--- src/sv/ktaf_pkg.sv ---
// ----------------------------------------------------------------------------
// ktaf_pkg
// Shared types and constants of the tilt-angle Kalman filter.
// ----------------------------------------------------------------------------
package ktaf_pkg;

    localparam int unsigned REG_W  = 31;
    localparam int unsigned DATA_W = 32;
    localparam int unsigned ACC_W  = 66;

    localparam logic [1:0] REG_ANGLE_NOISE = 2'd0;
    localparam logic [1:0] REG_BIAS_NOISE  = 2'd1;
    localparam logic [1:0] REG_MEAS_NOISE  = 2'd2;
    localparam logic [1:0] REG_PERIOD      = 2'd3;

    localparam logic [REG_W-1:0] RESET_ANGLE_NOISE = 31'd16777;
    localparam logic [REG_W-1:0] RESET_BIAS_NOISE  = 31'd50332;
    localparam logic [REG_W-1:0] RESET_MEAS_NOISE  = 31'd503316;
    localparam logic [REG_W-1:0] RESET_PERIOD      = 31'd167772;

    localparam logic signed [DATA_W-1:0] ONE_Q24 = 32'sd16777216;

    // Operations of the shared multiply unit
    typedef struct packed {
        logic                     start;
        logic signed [DATA_W:0]   op_a;
        logic signed [DATA_W:0]   op_b;
    } t_mul_req;

    // Operations of the shared divider
    typedef struct packed {
        logic                     start;
        logic signed [55:0]       num;
        logic signed [DATA_W:0]   den;
    } t_div_req;

    function automatic logic signed [DATA_W-1:0] sat32(input logic signed [ACC_W-1:0] x);
        logic signed [ACC_W-1:0] hi;
        logic signed [ACC_W-1:0] lo;
        hi = ACC_W'(32'sh7FFFFFFF);
        lo = -ACC_W'(64'sd2147483648);
        if (x > hi) begin
            return 32'sh7FFFFFFF;
        end else if (x < lo) begin
            return 32'sh80000000;
        end
        return x[DATA_W-1:0];
    endfunction

    function automatic logic signed [ACC_W-1:0] sx(input logic signed [DATA_W-1:0] v);
        return ACC_W'(v);
    endfunction

endpackage

--- src/sv/ktaf_mul.sv ---
// ----------------------------------------------------------------------------
// ktaf_mul
// Shared 33x33 signed multiplier with floor shift by 24, registered result.
// ----------------------------------------------------------------------------
module ktaf_mul (
    input  logic                      i_clk,
    input  ktaf_pkg::t_mul_req        i_req,
    output logic signed [ktaf_pkg::ACC_W-1:0] o_prod
);
    import ktaf_pkg::*;

    logic signed [65:0] r_full;

    always_ff @(posedge i_clk) begin
        if (i_req.start) begin
            r_full <= i_req.op_a * i_req.op_b;
        end
    end

    assign o_prod = r_full >>> 24;
endmodule

--- config.mk ---
export PLATFORM = sky130hd
export DESIGN_NAME = ktaf_mul
export DESIGN_NICKNAME = d
export VERILOG_FILES = /design/src/sv/ktaf_pkg.sv /design/src/sv/ktaf_mul.sv
export SDC_FILE = /design/constraint.sdc
export NUM_CORES = 2
export LEC_CHECK = 0
export BUFFER_PORTS_ARGS = -buffer_cell sky130_fd_sc_hd__buf_2
export CAP_MARGIN = 20
export CORE_UTILIZATION = 40
export DETAILED_ROUTE_END_ITERATION = 12
export GPL_TIMING_DRIVEN = 0
export HOLD_SLACK_MARGIN = 0.05
export SYNTH_ARGS = -nofsm -noshare
export SYNTH_HDL_FRONTEND = slang
export SYNTH_SLANG_ARGS = --single-unit
--- constraint.sdc ---
create_clock -name i_clk -period 25.6 [get_ports i_clk]
set_clock_uncertainty 0.05 [all_clocks]
set_input_delay 2.56 -clock i_clk [delete_from_list [all_inputs] [get_ports i_clk]]
set_output_delay 2.56 -clock i_clk [all_outputs]
set_load 0.1 [all_outputs]
Word-level counts from Yosys, hierarchy flattened
Cells that the tools add are included.
Storage, ports and cells
  bits in registers: 66
  word-level logic and storage cells: 2
  output and inout port bits: 66
Operators by class
  $mul: 1
Operator list (number)
  33-bit by 33-bit multiplier with 66-bit output: 1

Logic depth before layout (Yosys ltp)
  word-level depth: 1
  gate-level depth with buffers: 28
  depth with buffers taken out: 26

Least setup slack after synthesis
No wires, ideal clock.
  path kind: input -> register
  start: input i_req[65] (netlist bit)
  end: register r_full[64] (data pin)
  path slack: 15.508 ns
  required time: 25.383 ns
  path buffers: 2
  data arrival time: 9.875 ns
  stages on the path: 24
  cells stage by stage: clkbuf_1 nand2_1 inv_1 fa_1 inv_1 fa_1 inv_1 fa_1 inv_1 fa_1 inv_1 fa_1 fa_1 fa_1 inv_1 fa_1 inv_1 ha_1 clkbuf_1 nand4_1 or3_1 a211oi_1 o21ai_0 a211oi_1
On the way
  longest elaborated chain between the ends: 1
RTL lines
  start, declared: RTL line ktaf_mul.sv:7  | input ktaf_pkg::t_mul_req i_req,
  33-bit by 33-bit multiplier with 66-bit output: RTL line ktaf_mul.sv:16  | r_full <= i_req.op_a * i_req.op_b;
  end signal, assigned: RTL line ktaf_mul.sv:16
  end, declared: RTL line ktaf_mul.sv:12  | logic signed [65:0] r_full;
Every way passes these cells.
A chain may end at the register's enable or synchronous reset.

Final worst setup path
Ends and elaborated chain as after synthesis.

==> results_dict.tcl <==
set metrics [dict create \
    status "finished, final reports clean" \
    synth-seq-cells 42 \
    max_slew_margin 0.177 \
    io_pins 134 \
    cts_setup_buffers 0 \
    yosysSeqAreaShare 0.0318 \
    ys.flop_type "edfxtp_1" \
    worstPathArrival_ns 11.97 \
    cts-root-buf "clkbuf_16" \
    cts_tree "yes" \
    hold_viol_final 0 \
    htree_levels 2 \
    slew_violations 0 \
    start_util 0.403 \
    final_cell_mix "1144 x fa_1, 1117 x inv_1, 542 x and2_1" \
    avgSynthCellArea_um2 9.50 \
    vias_per_cell 5.22 \
    ant_nets 0 \
    drv_cap 0 \
    dieArea_um2 101000 \
    routed_wl_um 136000 \
    die_y_um 317 \
    syn_area_um2 39700 \
    async_reset_ff_frac 0 \
    final_layout_size_suffix_gt1_frac 0.0421 \
    setup_viol 0 \
    mostFrequentLayoutCell "fa_1" \
    path_clk_slew_ns 0.07 \
    dpl.hpwl_um 121000 \
    yosysUniqueCellTypes 59 \
    worstSetupEndpointType "flop" \
    firstDrtPassIters 5 \
    cts_inserted_buffers 5 \
    cts_num_sinks 42 \
    grt_pass1_vias 30800 \
    grt_pass1_wl_um 201000 \
    criticalPathCategory "input port to flop" \
    core_um2 98400 \
    final_util 0.429 \
    drt-initial-drc-count 2407 \
    die_width_um 317 \
    fin_crit_sh 0.467 \
    synth_cells 4179 \
    grtUsageTotal 0.279 \
    hold_buffers 0 \
    overflow 0 \
    gp_congestion 1.03 \
    synth-edff-count 42 \
    finalHoldWorstSlack_ns 2.94 \
    final_nets 5745 \
    largest_reg_flops 42 \
    top_register "r_full" \
    hold_class "input port to flop" \
    finalCriticalPeriod_ns 11.96 \
    fmax_mhz 83.6 \
    drc_errors 0 \
    wire_per_inst_um 24.1 \
    grt_max_degree 43 \
    cp_max_fo 15 \
    cts_resized 0 \
    yosysWarnings 0 \
    area_delta_synth_final_pct 6.26 \
    setup-tns-final_ns 0 \
    largestRegisters "r_full x42" \
    synth_nets 5603 \
    crit_path_start_kind "input port" \
    io_buffers 133 \
    vias 29400 \
    clockBufferDepth 2 \
    crit_required_ns 25.61 \
    rows 115 \
    tightest_slew_ns 1.22 \
    rsz0062_at_grt "false" \
    antenna_found_initial 14 \
]
cells in the mapped netlist, types with 10 or more instances:
cell type  count  share of area
a21oi_1       52         0.0066
edfxtp_1      42          0.032
buf_4         24         0.0045
clkbuf_1     203          0.019
fa_1        1144           0.58
o21bai_1      10         0.0019
inv_1       1117           0.11
nor2_1        55         0.0052
xnor2_1       43         0.0095
nand2_1      538          0.051
xor2_1        13         0.0029
ha_1         212          0.067
a21o_1        31         0.0059
and2_1       542          0.085
nand4_1       19         0.0030
o21ai_0       22         0.0028
through the flow:
stage	cell area [um2]	worst slack, ns	std cells
2_1_floorplan	39700	15.51	4179
5_1_grt	42200	13.00	5609
6_report	42200	13.64	5623
3_3_place_gp	42000	13.29	5599
3_5_place_dp	42000	13.23	5600
4_1_cts	42100	13.54	5608
final cells by class:
cell class,count,area (um2)
inverters,1117,4190
multi-input cells,2788,33300
clock buffers,6,129
diodes,14,35.0
repair buffers,135,698
fillers,9971,56200
clock inverters,2,13.8
plain buffers,232,966
flip-flops and latches,42,1260
well taps,1287,1610
per-layer routing:
layer / GRT usage / share of wire / vias up / wire [um]
met5: 0 / 0.00013 / - / 17
met4: 0.142 / 0.061 / 4 / 8280
met3: 0.0468 / 0.086 / 254 / 11700
met2: 0.446 / 0.47 / 1383 / 63400
met1: 0.367 / 0.39 / 15600 / 52400
li1: - / - / 12100 / -
worst paths after layout:
kind	start	cells past startpoint	slack, ns	to
setup / recovery	i_req[65]	25	13.64	r_full[64]$_DFFE_PP_
hold / removal	i_req[66]	1	2.94	r_full[61]$_DFFE_PP_
worst max-delay path, cell delays in order:
cell,delay (ns)
buf_2,0.36
clkbuf_1,0.75
nand2_1,0.24
inv_1,0.19
fa_1,0.40
inv_1,0.23
fa_1,0.23
inv_1,0.06
fa_1,0.96
inv_1,0.14
fa_1,0.70
inv_1,0.72
fa_1,0.58
fa_1,0.52
fa_1,0.50
inv_1,0.05
fa_1,0.47
inv_1,0.04
ha_1,0.26
clkbuf_1,0.35
nand4_1,0.36
or3_1,0.43
a211oi_1,0.28
o21ai_0,0.15
a211oi_1,0.40
cells by family (layout without fill, tap and decap cells):
logic type | count (synthesis) | count (layout) | synth area share
fa+ha+maj | 1356 | 1356 | 0.644
buf+inv | 1349 | 1492 | 0.130
simple gates | 1201 | 1201 | 0.152
compound gates | 174 | 174 | 0.0298
xor+xnor | 56 | 56 | 0.0124
flops | 42 | 42 | 0.0318
mux | 1 | 1 | 0.000252
other cells | 0 | 14 | 0
Power is left out: the tool's default activity adds up to more than one toggle a clock period on the data nets, which glitch-free logic cannot reach.
