File: src/sv/ktaf_pkg.sv
// ----------------------------------------------------------------------------
// ktaf_pkg
// Shared types and constants of the tilt-angle Kalman filter.
// ----------------------------------------------------------------------------
package ktaf_pkg;

    localparam int unsigned REG_W  = 31;
    localparam int unsigned DATA_W = 32;
    localparam int unsigned ACC_W  = 66;

    localparam logic [1:0] REG_ANGLE_NOISE = 2'd0;
    localparam logic [1:0] REG_BIAS_NOISE  = 2'd1;
    localparam logic [1:0] REG_MEAS_NOISE  = 2'd2;
    localparam logic [1:0] REG_PERIOD      = 2'd3;

    localparam logic [REG_W-1:0] RESET_ANGLE_NOISE = 31'd16777;
    localparam logic [REG_W-1:0] RESET_BIAS_NOISE  = 31'd50332;
    localparam logic [REG_W-1:0] RESET_MEAS_NOISE  = 31'd503316;
    localparam logic [REG_W-1:0] RESET_PERIOD      = 31'd167772;

    localparam logic signed [DATA_W-1:0] ONE_Q24 = 32'sd16777216;

    // Operations of the shared multiply unit
    typedef struct packed {
        logic                     start;
        logic signed [DATA_W:0]   op_a;
        logic signed [DATA_W:0]   op_b;
    } t_mul_req;

    // Operations of the shared divider
    typedef struct packed {
        logic                     start;
        logic signed [55:0]       num;
        logic signed [DATA_W:0]   den;
    } t_div_req;

    function automatic logic signed [DATA_W-1:0] sat32(input logic signed [ACC_W-1:0] x);
        logic signed [ACC_W-1:0] hi;
        logic signed [ACC_W-1:0] lo;
        hi = ACC_W'(32'sh7FFFFFFF);
        lo = -ACC_W'(64'sd2147483648);
        if (x > hi) begin
            return 32'sh7FFFFFFF;
        end else if (x < lo) begin
            return 32'sh80000000;
        end
        return x[DATA_W-1:0];
    endfunction

    function automatic logic signed [ACC_W-1:0] sx(input logic signed [DATA_W-1:0] v);
        return ACC_W'(v);
    endfunction

endpackage

File: src/sv/ktaf_div.sv
// ----------------------------------------------------------------------------
// ktaf_div
// Restoring signed divider, one quotient bit per cycle, truncates to zero.
// ----------------------------------------------------------------------------
module ktaf_div (
    input  logic                      i_clk,
    input  logic                      i_rst_n,
    input  ktaf_pkg::t_div_req        i_req,
    output logic                      o_done,
    output logic signed [ktaf_pkg::ACC_W-1:0] o_quot
);
    import ktaf_pkg::*;

    logic [55:0] r_q;
    logic [55:0] r_rem;
    logic [31:0] r_d;
    logic        r_neg;
    logic [5:0]  r_cnt;
    logic        r_busy;
    logic [56:0] w_trial;
    logic [55:0] n_rem;

    assign w_trial = {r_rem, r_q[55]} - {25'd0, r_d};
    assign n_rem   = w_trial[56] ? {r_rem[54:0], r_q[55]} : w_trial[55:0];

    always_ff @(posedge i_clk) begin
        if (!i_rst_n) begin
            r_busy <= 1'b0;
            o_done <= 1'b0;
            r_cnt  <= '0;
        end else begin
            o_done <= 1'b0;
            if (i_req.start) begin
                r_q    <= i_req.num[55] ? 56'(-i_req.num) : 56'(i_req.num);
                r_d    <= 32'(i_req.den);
                r_neg  <= i_req.num[55];
                r_rem  <= '0;
                r_cnt  <= 6'd55;
                r_busy <= 1'b1;
            end else if (r_busy) begin
                r_rem <= n_rem;
                r_q   <= {r_q[54:0], ~w_trial[56]};
                if (r_cnt == 6'd0) begin
                    r_busy <= 1'b0;
                    o_done <= 1'b1;
                end
                r_cnt <= r_cnt - 6'd1;
            end
        end
    end

    assign o_quot = r_neg ? -ACC_W'($signed({1'b0, r_q})) : ACC_W'($signed({1'b0, r_q}));
endmodule

File: config.mk
export PLATFORM = sky130hd
export DESIGN_NAME = ktaf_div
export DESIGN_NICKNAME = d
export VERILOG_FILES = /design/src/sv/ktaf_pkg.sv /design/src/sv/ktaf_div.sv
export SDC_FILE = /design/constraint.sdc
export NUM_CORES = 1
export LEC_CHECK = 0
export BUFFER_PORTS_ARGS = -buffer_cell sky130_fd_sc_hd__buf_2
export CORE_MARGIN = 1.5
export CORE_UTILIZATION = 59
export CTS_CLUSTER_DIAMETER = 50
export DETAILED_ROUTE_END_ITERATION = 16
export GPL_ROUTABILITY_DRIVEN = 0
export PLACE_DENSITY = 0.82
export SLEW_MARGIN = 20
export SYNTH_ARGS = -nofsm -noshare
export SYNTH_HDL_FRONTEND = slang
export SYNTH_SLANG_ARGS = --single-unit
File: constraint.sdc
create_clock -name i_clk -period 4.96 [get_ports i_clk]
set_input_delay 0 -clock i_clk [delete_from_list [all_inputs] [get_ports i_clk]]
set_output_delay 0 -clock i_clk [all_outputs]
set_load 0.05 [all_outputs]
---- After elaboration in Yosys (flattened, before gate mapping) ----
Index checks and enable logic that the tools add are counted.
word-level totals
  bits in registers ....................... 153
  bits in latches ......................... 0
  bits in writable memories ............... 0
  bits in read-only memories .............. 0
  input bits .............................. 92
  output and inout bits ................... 67
  memories kept ........................... 0
operators by class
  add/subtract/negate cells ............... 4
  multipliers ............................. 0
  div/mod/pow operators ................... 0
  $lt $le $gt $ge ......................... 0
  eq/ne operators ......................... 0
  shift-type cells ........................ 0
  mux-type cells .......................... 12
  bitwise operators ....................... 3
  reduce and logical (&&, ||, !) cells .... 6
operators by type and width
  cell                 count
  $mux 56              5
  $mux 66              1
  $neg 56->66          1
  $sub 57x32->57       1
  $neg 56->56          1
  $mux 6               2
  $logic_not 6->1      1
  $sub 6x1->6 const B  1
  $mux 1               4
  $reduce_and 2->1     2
  $not 1->1            3
  $reduce_or 3->1      1
  $reduce_bool 2->1    1
  $reduce_or 2->1      1

---- Depth between registers and ports, before layout ----
Gate-level depths: netlist (run 1).
  depth in word-level cells ............... 4
  gate-level depth with buffers ........... 14
  gate-level depth less buffers ........... 11

---- Worst setup path after synthesis (run 1) ----
Ideal clock, no wire load.
  path kind ............................... reg-to-reg
  start point ............................. register r_q[55]
  end point ............................... register r_rem[53], data pin
  setup time .............................. 0.262 ns
  arrival time ............................ 3.719 ns
  path slack .............................. 0.978 ns
  cell stages (with the launch flop) ...... 14
  path buffers ............................ 2
  clock period less this slack ............ 3.982 ns
  cell sequence ........................... edfxtp_1 > clkbuf_1 > inv_1 > ha_1 > fa_1 > nand2b_1 > a21oi_1 > o21ai_0 > a2111oi_1 > nor4_1 > nand3b_1 > buf_2 > nor4_2 > mux2_1
between the ends
  longest elaborated chain between the ends .. 3
ends and longest elaborated chain
  item                    RTL line        RTL
  from (decl)             ktaf_div.sv:14  logic [55:0] r_q;
  from (signal assigned)  ktaf_div.sv:34  r_q <= i_req.num[55] ? 56'(-i_req.num) : 56'(i_req.num);
  from (signal assigned)  ktaf_div.sv:42  r_q <= {r_q[54:0], ~w_trial[56]};
  $sub 57x32->57          ktaf_div.sv:23  assign w_trial = {r_rem, r_q[55]} - {25'd0, r_d};
  $mux 56                 ktaf_div.sv:24  assign n_rem = w_trial[56] ? {r_rem[54:0], r_q[55]} : w_trial[55:0];
  $mux 56                 ktaf_div.sv:40  end else if (r_busy) begin
  to (signal assigned)    ktaf_div.sv:41  r_rem <= n_rem;
  to (decl)               ktaf_div.sv:15  logic [55:0] r_rem;
Every way passes these cells. The select of a mux whose other input is x is not followed.
A chain may end at the register's enable or synchronous reset.

---- Worst setup path in the final report (run 1) ----
  start point ............................. register r_q[55]
  end point ............................... register r_rem[43], data pin
The elaborated chain is that of the path after synthesis.

==> impl_metrics.toml, run 1 <==
[outcome]
outcome = "finished clean"

[route]
totalWireLength_um = 30170
postRouteAntennaNets = 0
drc = 0
first_pass_iters = 8
wl_per_cell_um = 18.36
vias = 10413
initialDrtViolationCount = 1128
viasPerCell = 6.338

[placed_design]
dp_cells = 1552
io_buffers = 157
placedInstanceArea_um2 = 12040
dp_hpwl_um = 20090
dp_slack_ps = 591.1

[sta]
report.final.slew_viol_count = 0
min_period_over_period_pct = 91.02
finalHoldViolations = 0
worst_slack_ps = 445.2
setup_tns_ps = 0
rsz0062_at_grt = "no"
worst_pin_slew_ps = 1064
slew_headroom_pct = 29.08
worst_hold_slack_ps = 16.55
setup_viol = 0
worst_clock_skew_ps = 10.55
min_period_ps = 4515
fmax_mhz = 221.5

[layout]
drive_gt1_share_pct = 16.48
stdcell_area_um2 = 13180
nNetsFinal = 1530
fin_cells = 1643
diodes = 0
area_delta_synth_final_pct = 18.74

[power]
p_leak_nw = 4.992
powerDensity_nw_per_um2 = 306.3
irDropWorstVdd_v = 0.0002956

[setup_path]
path_common_cell = "nor4_1"
path_class = "reg -> reg"
cp-start-kind = "flip-flop"
r2r_start = "r_q[55]"
crit_fanout = 17
path_cells = "inv_1 -> ha_1 -> fa_1 -> nand2b_1 -> a21oi_1 -> o21ai_0 -> a2111oi_1 -> nor4_1 -> nand3b_1 -> nor4_1 -> mux2_1"
cp-end-kind = "flip-flop"
path_delay_family = "simple AND/OR/NAND/NOR gates"
reg2regPathDepth = 11
arrival_ps = 4690
worstPathBufferInverterCount = 1
r2r_setup_slack_ps = 450
required_ps = 5130
max_stage_delay_ps = 810
slowest_stage = "a2111oi_1"
r2r-end = "r_rem[43]"

[global_routing]
grt_max_degree = 109
grt-ovfl-total = 0
grt_use_total_pct = 30.67
grt_pass1_wl_um = 48580
grt_pass1_vias = 9747
antenna_found_initial = 1

[yosys]
synthFlopType = "edfxtp_1"
ys_seq_area_share_pct = 40.67
synthesis.nets = 1345
yosysWarnings = 0
postSynthAreaPerCell_um2 = 9.129
ys_ff_latch = 153
synthCells = 1216
synth_edf_count = 145
async_flop_share_pct = 0
yosysUniqueCellTypes = 72
synth_area_um2 = 11100

[cts]
cts_max_path_buffers = 2
clk_pin_slew_ps = 60
clock_latency_ps = 430
cts_setup_buffers = 0
cts_buffers = 17
htreeDepth = 4
cts_root_buf = "clkbuf_16"
cts_sinks = 153
cts_tree = "done"

[floorplanning]
rows = 49
die_h_um = 140.2
core-area_um2 = 18210
die-area_um2 = 19650
start_util_pct = 60.96
pin_count = 159
die_w_um = 140.2

[hold_path]
hp-start = "i_req[34]"
whs_endpoint = "r_q[1]"
worstHoldPathCells = 3
min_path_type = "in -> reg"

[run]
drv_cap = 0
[synth_stat cells (all sizes together) (11+ instances only)]
cell type	number	share of area [%]
xnor2	73	5.8
nor2b	20	1.1
o21ai	64	2.9
xor2	64	5.1
nand3	14	0.63
nor4	19	1.3
or3	26	1.5
nand2	130	4.4
a21oi	130	5.9
inv	49	1.7
or4	30	2.3
nor2	102	3.4
clkbuf	53	1.8
or2	13	0.73
nor3	26	1.3
mux2	14	1.4
o31ai	42	3.0
edfxtp	145	39
ha	36	4.1
nand2b	11	0.62
o41ai	19	1.6
o31a	11	0.87
[layout make-up]
type | count | area [um2]
clock buffers | 18 | 429.2
clock inverters | 14 | 122.6
fillers | 1276 | 5027
inverters | 49 | 183.9
multi-input cells | 953 | 6183
flip-flops and latches | 153 | 4514
well taps | 229 | 286.5
repair buffers | 227 | 1461
[cell families after synthesis]
group	after synthesis	synth area share, %
simple gates	432	20.03
flops	153	40.67
compound gates	332	18.81
xor+xnor	137	10.88
buf+inv	110	3.866
mux	15	1.510
fa+ha+maj	37	4.238
[worst register-to-register path, cell delays in order, from the launching register on]
cell and delay [ps]:
edfxtp_1 340, inv_1 50, ha_1 220, fa_1 400
nand2b_1 200, a21oi_1 320, o21ai_0 310, a2111oi_1 810
nor4_1 170, nand3b_1 610, nor4_1 480, mux2_1 350
[metrics by stage]
stage	utilization [%]	power (mW)
final	72.39	4.037
after global routing	72.39	4.185
after CTS	72.39	4.007
after detailed placement	66.12	2.738
after global placement	66.12	2.714
after floorplan	-	2.465
[report_power, final]
group          internal [mW]  switching, mW
clock                  0.692          0.558
combinational          0.398          0.768
sequential              1.54         0.0824
total                   2.63           1.41
[flip-flops by register name, summed over array words and instances, names as in the netlist]
register,count
o_done,1
r_d,32
r_cnt,6
r_q,56
r_busy,1
r_neg,1
r_rem,56
[metal layers]
layer,GRT usage (%),up-vias,part of all wire (%)
met5,0,-,0.043
met4,12.24,2,3.2
met3,5.470,94,8.7
met2,48.36,593,46
met1,42.13,4869,42
li1,-,4855,-
[placed cells by master, fill, tap and decap left out, types with 8 or more instances in the layout]
master and count:
buf_2 156, edfxtp_1 145, a21oi_1 130, nand2_1 129, nor2_1 102, xnor2_1 72
xor2_1 63, o21ai_0 61, dlygate4sd3_1 59, inv_1 49, o31ai_1 39, ha_1 36
or3_1 26, nor3_1 24, or4_1 23, nor2b_1 20, o41ai_1 18, nor4_1 17
clkbuf_16 17, nand3_1 14, buf_4 12, or2_2 11, nand2b_1 11, o31a_1 11
mux2_1 10, and2_1 9, nand4_1 9, o21a_1 8, dfxtp_1 8
[timing repair]
item                      CTS  global route
resized for setup           0             0
hold endpoints to repair   65             0
hold buffers               59             0
[worst max-delay path by stage]
stage,from,to,slack (ps),depth (start not counted)
floorplan,r_q[55],r_rem[53],980,13
global placement,r_q[55],r_rem[29],770,12
finish,r_q[55],r_rem[43],450,11
detailed placement,r_q[55],r_rem[43],590,11
global route,r_q[55],r_rem[43],170,11
CTS,r_q[55],r_rem[43],570,11
Power figures use the tool's default switching activity.
==> run 2: changes to the inputs <==
--- a/config.mk
+++ b/config.mk
@@ -7,11 +7,11 @@
 export LEC_CHECK = 0
 export BUFFER_PORTS_ARGS = -buffer_cell sky130_fd_sc_hd__buf_2
 export CORE_MARGIN = 1.5
-export CORE_UTILIZATION = 59
+export CORE_UTILIZATION = 62
 export CTS_CLUSTER_DIAMETER = 50
 export DETAILED_ROUTE_END_ITERATION = 16
 export GPL_ROUTABILITY_DRIVEN = 0
-export PLACE_DENSITY = 0.82
+export PLACE_DENSITY = 0.85
 export SLEW_MARGIN = 20
 export SYNTH_ARGS = -nofsm -noshare
 export SYNTH_HDL_FRONTEND = slang
==> constraint.sdc (replaced) <==
create_clock -name i_clk -period 5.5 [get_ports i_clk]
set_input_delay 0 -clock i_clk [delete_from_list [all_inputs] [get_ports i_clk]]
set_output_delay 0 -clock i_clk [all_outputs]
set_load 0.05 [all_outputs]
==> run 2 against run 1 <==
Effect of this change: utilization up 3.8 points; sequential share of layout area down 0.25 points; sequential power fell by 9.9%; largest cell class unchanged.
==> impl_metrics.toml, run 2 (synthesized netlist as in run 1, its figures left out) <==
[layout]
nNetsFinal = 1531
fill_cells = 1185
diodes = 0
largest_registers = "r_q (56), r_rem (56), r_d (32)"
final_common_cell = "buf_2"
stdcell_area_um2 = 13280
area_delta_synth_final_pct = 19.60
multi_input_area_um2 = 6185
drive_gt1_share_pct = 16.25
regArea_um2 = 4514
final_cell_mix = "buf_2 (156), edfxtp_1 (145), a21oi_1 (130)"

[sta]
min_period_ps = 4482
worst_slack_ps = 1018
worst_clock_skew_ps = 13.00
report.final.slew_viol_count = 0
rsz0062_at_grt = "no"
worst_hold_slack_ps = 15.29
fmax_mhz = 223.1
worst_pin_slew_ps = 992.5
min_period_over_period_pct = 81.50
setup_tns_ps = 0
finalHoldViolations = 0
slew_headroom_pct = 33.83
setup_viol = 0

[global_routing]
grt_pass1_vias = 9488
antenna_found_initial = 0
grt_max_degree = 124
grt_pass1_wl_um = 45530
use_met2_pct = 50.78
grt_use_total_pct = 30.90
grt-busiest-layer = "met2"
grtUsageMet3_pct = 5.037
grt-ovfl-total = 0
grt_util_met1_pct = 40.96

[route]
totalWireLength_um = 29170
wl_per_cell_um = 17.79
first_pass_iters = 7
postRouteAntennaNets = 0
viasPerCell = 6.251
initialDrtViolationCount = 948
vias = 10252
drc = 0

[floorplanning]
rows = 48
core-area_um2 = 17420
die_w_um = 136.8
start_util_pct = 63.74
die-area_um2 = 18720
die_h_um = 136.8
pin_count = 159

[cts]
cts_max_path_buffers = 2
cts_root_buf = "clkbuf_16"
htreeDepth = 4
clock_latency_ps = 450
cts-resized-gates = 0
cts_tree = "done"
cts_hold_buf = 64
clk_pin_slew_ps = 70
cts_setup_buffers = 0
cts_buffers = 17
cts_sinks = 153

[setup_path]
max_stage_delay_ps = 810
crit_fanout = 27
arrival_ps = 4680
path_cells = "inv_1 -> ha_1 -> fa_1 -> nand2b_1 -> a21oi_1 -> o21ai_0 -> a2111oi_1 -> nor3_2 -> xor2_4 -> buf_4 -> a2111oi_0 -> o21a_1"
required_ps = 5690
path_class = "reg -> reg"
slowest_stage = "a2111oi_1"
cp-end-kind = "flip-flop"
cp-start-kind = "flip-flop"
path_delay_family = "compound AO/OA/AOI/OAI gates"
worstPathBufferInverterCount = 2

[power]
p_leak_nw = 5.033
clkPwrFrac_pct = 33.5
powerDensity_nw_per_um2 = 284.1
power_switching_share_pct = 33.46
irDropWorstVdd_v = 0.0002380
comb_power_share_pct = 27.7
p_sw_mw = 1.262
p_seq_share_pct = 38.7
p_int_mw = 2.510

[outcome]
outcome = "finished clean"

[hold_path]
min_path_type = "in -> reg"

[placed_design]
dp_hpwl_um = 19330
dp_slack_ps = 1132
io_buffers = 157
placedInstanceArea_um2 = 12010

[run]
drv_cap = 0
[run 2: tightest hold or removal path, cell delays in order]
cell and delay, ps:
buf_2 140, xor2_1 80, a21oi_1 130
[run 2: path summary, 6_finish.rpt]
| path | startpoint | to | slack, ps | depth (start not counted) |
|---|---|---|---|---|
| setup / recovery | r_q[55] | r_rem[29] | 1020 | 12 |
| setup reg to reg | r_q[55] | r_rem[29] | 1020 | 12 |
| hold reg to reg | r_busy | o_done | 570 | 2 |
| hold / removal | i_req[50] | r_q[17] | 20 | 3 |
[run 2: layout make-up]
type	instances	area share (%)
timing repair buffer	228	11.19
multi-input combinational	953	46.58
sequential	153	34.00
clock buffer	18	3.232
tap	225	2.120
inverter	49	1.385
clock inverter	14	1.489
[run 2: layer usage]
layer  vias to the layer above  wire length [um]
met1                      4841             12130
met2                       470             14150
met3                        72              2065
met5                         -                 0
li1                       4869                 -
met4                         0               823
[run 2: through the flow]
stage                     std cells  power [mW]  utilization, %
after floorplan                1216       2.223               -
after global placement         1544       2.443           68.92
after detailed placement       1544       2.469           68.93
after CTS                      1640       3.755           76.21
after global routing           1640       3.920           76.23
final                          1640       3.773           76.23
[run 2: power by group through the flow]
stage	Clock (mW)	Combinational, mW	Sequential (mW)
2_1_floorplan	0	0.757	1.47
3_3_place_gp	0	0.965	1.48
3_5_place_dp	0	0.987	1.48
4_1_cts	1.27	1.03	1.46
5_1_grt	1.32	1.13	1.47
6_report	1.26	1.05	1.46
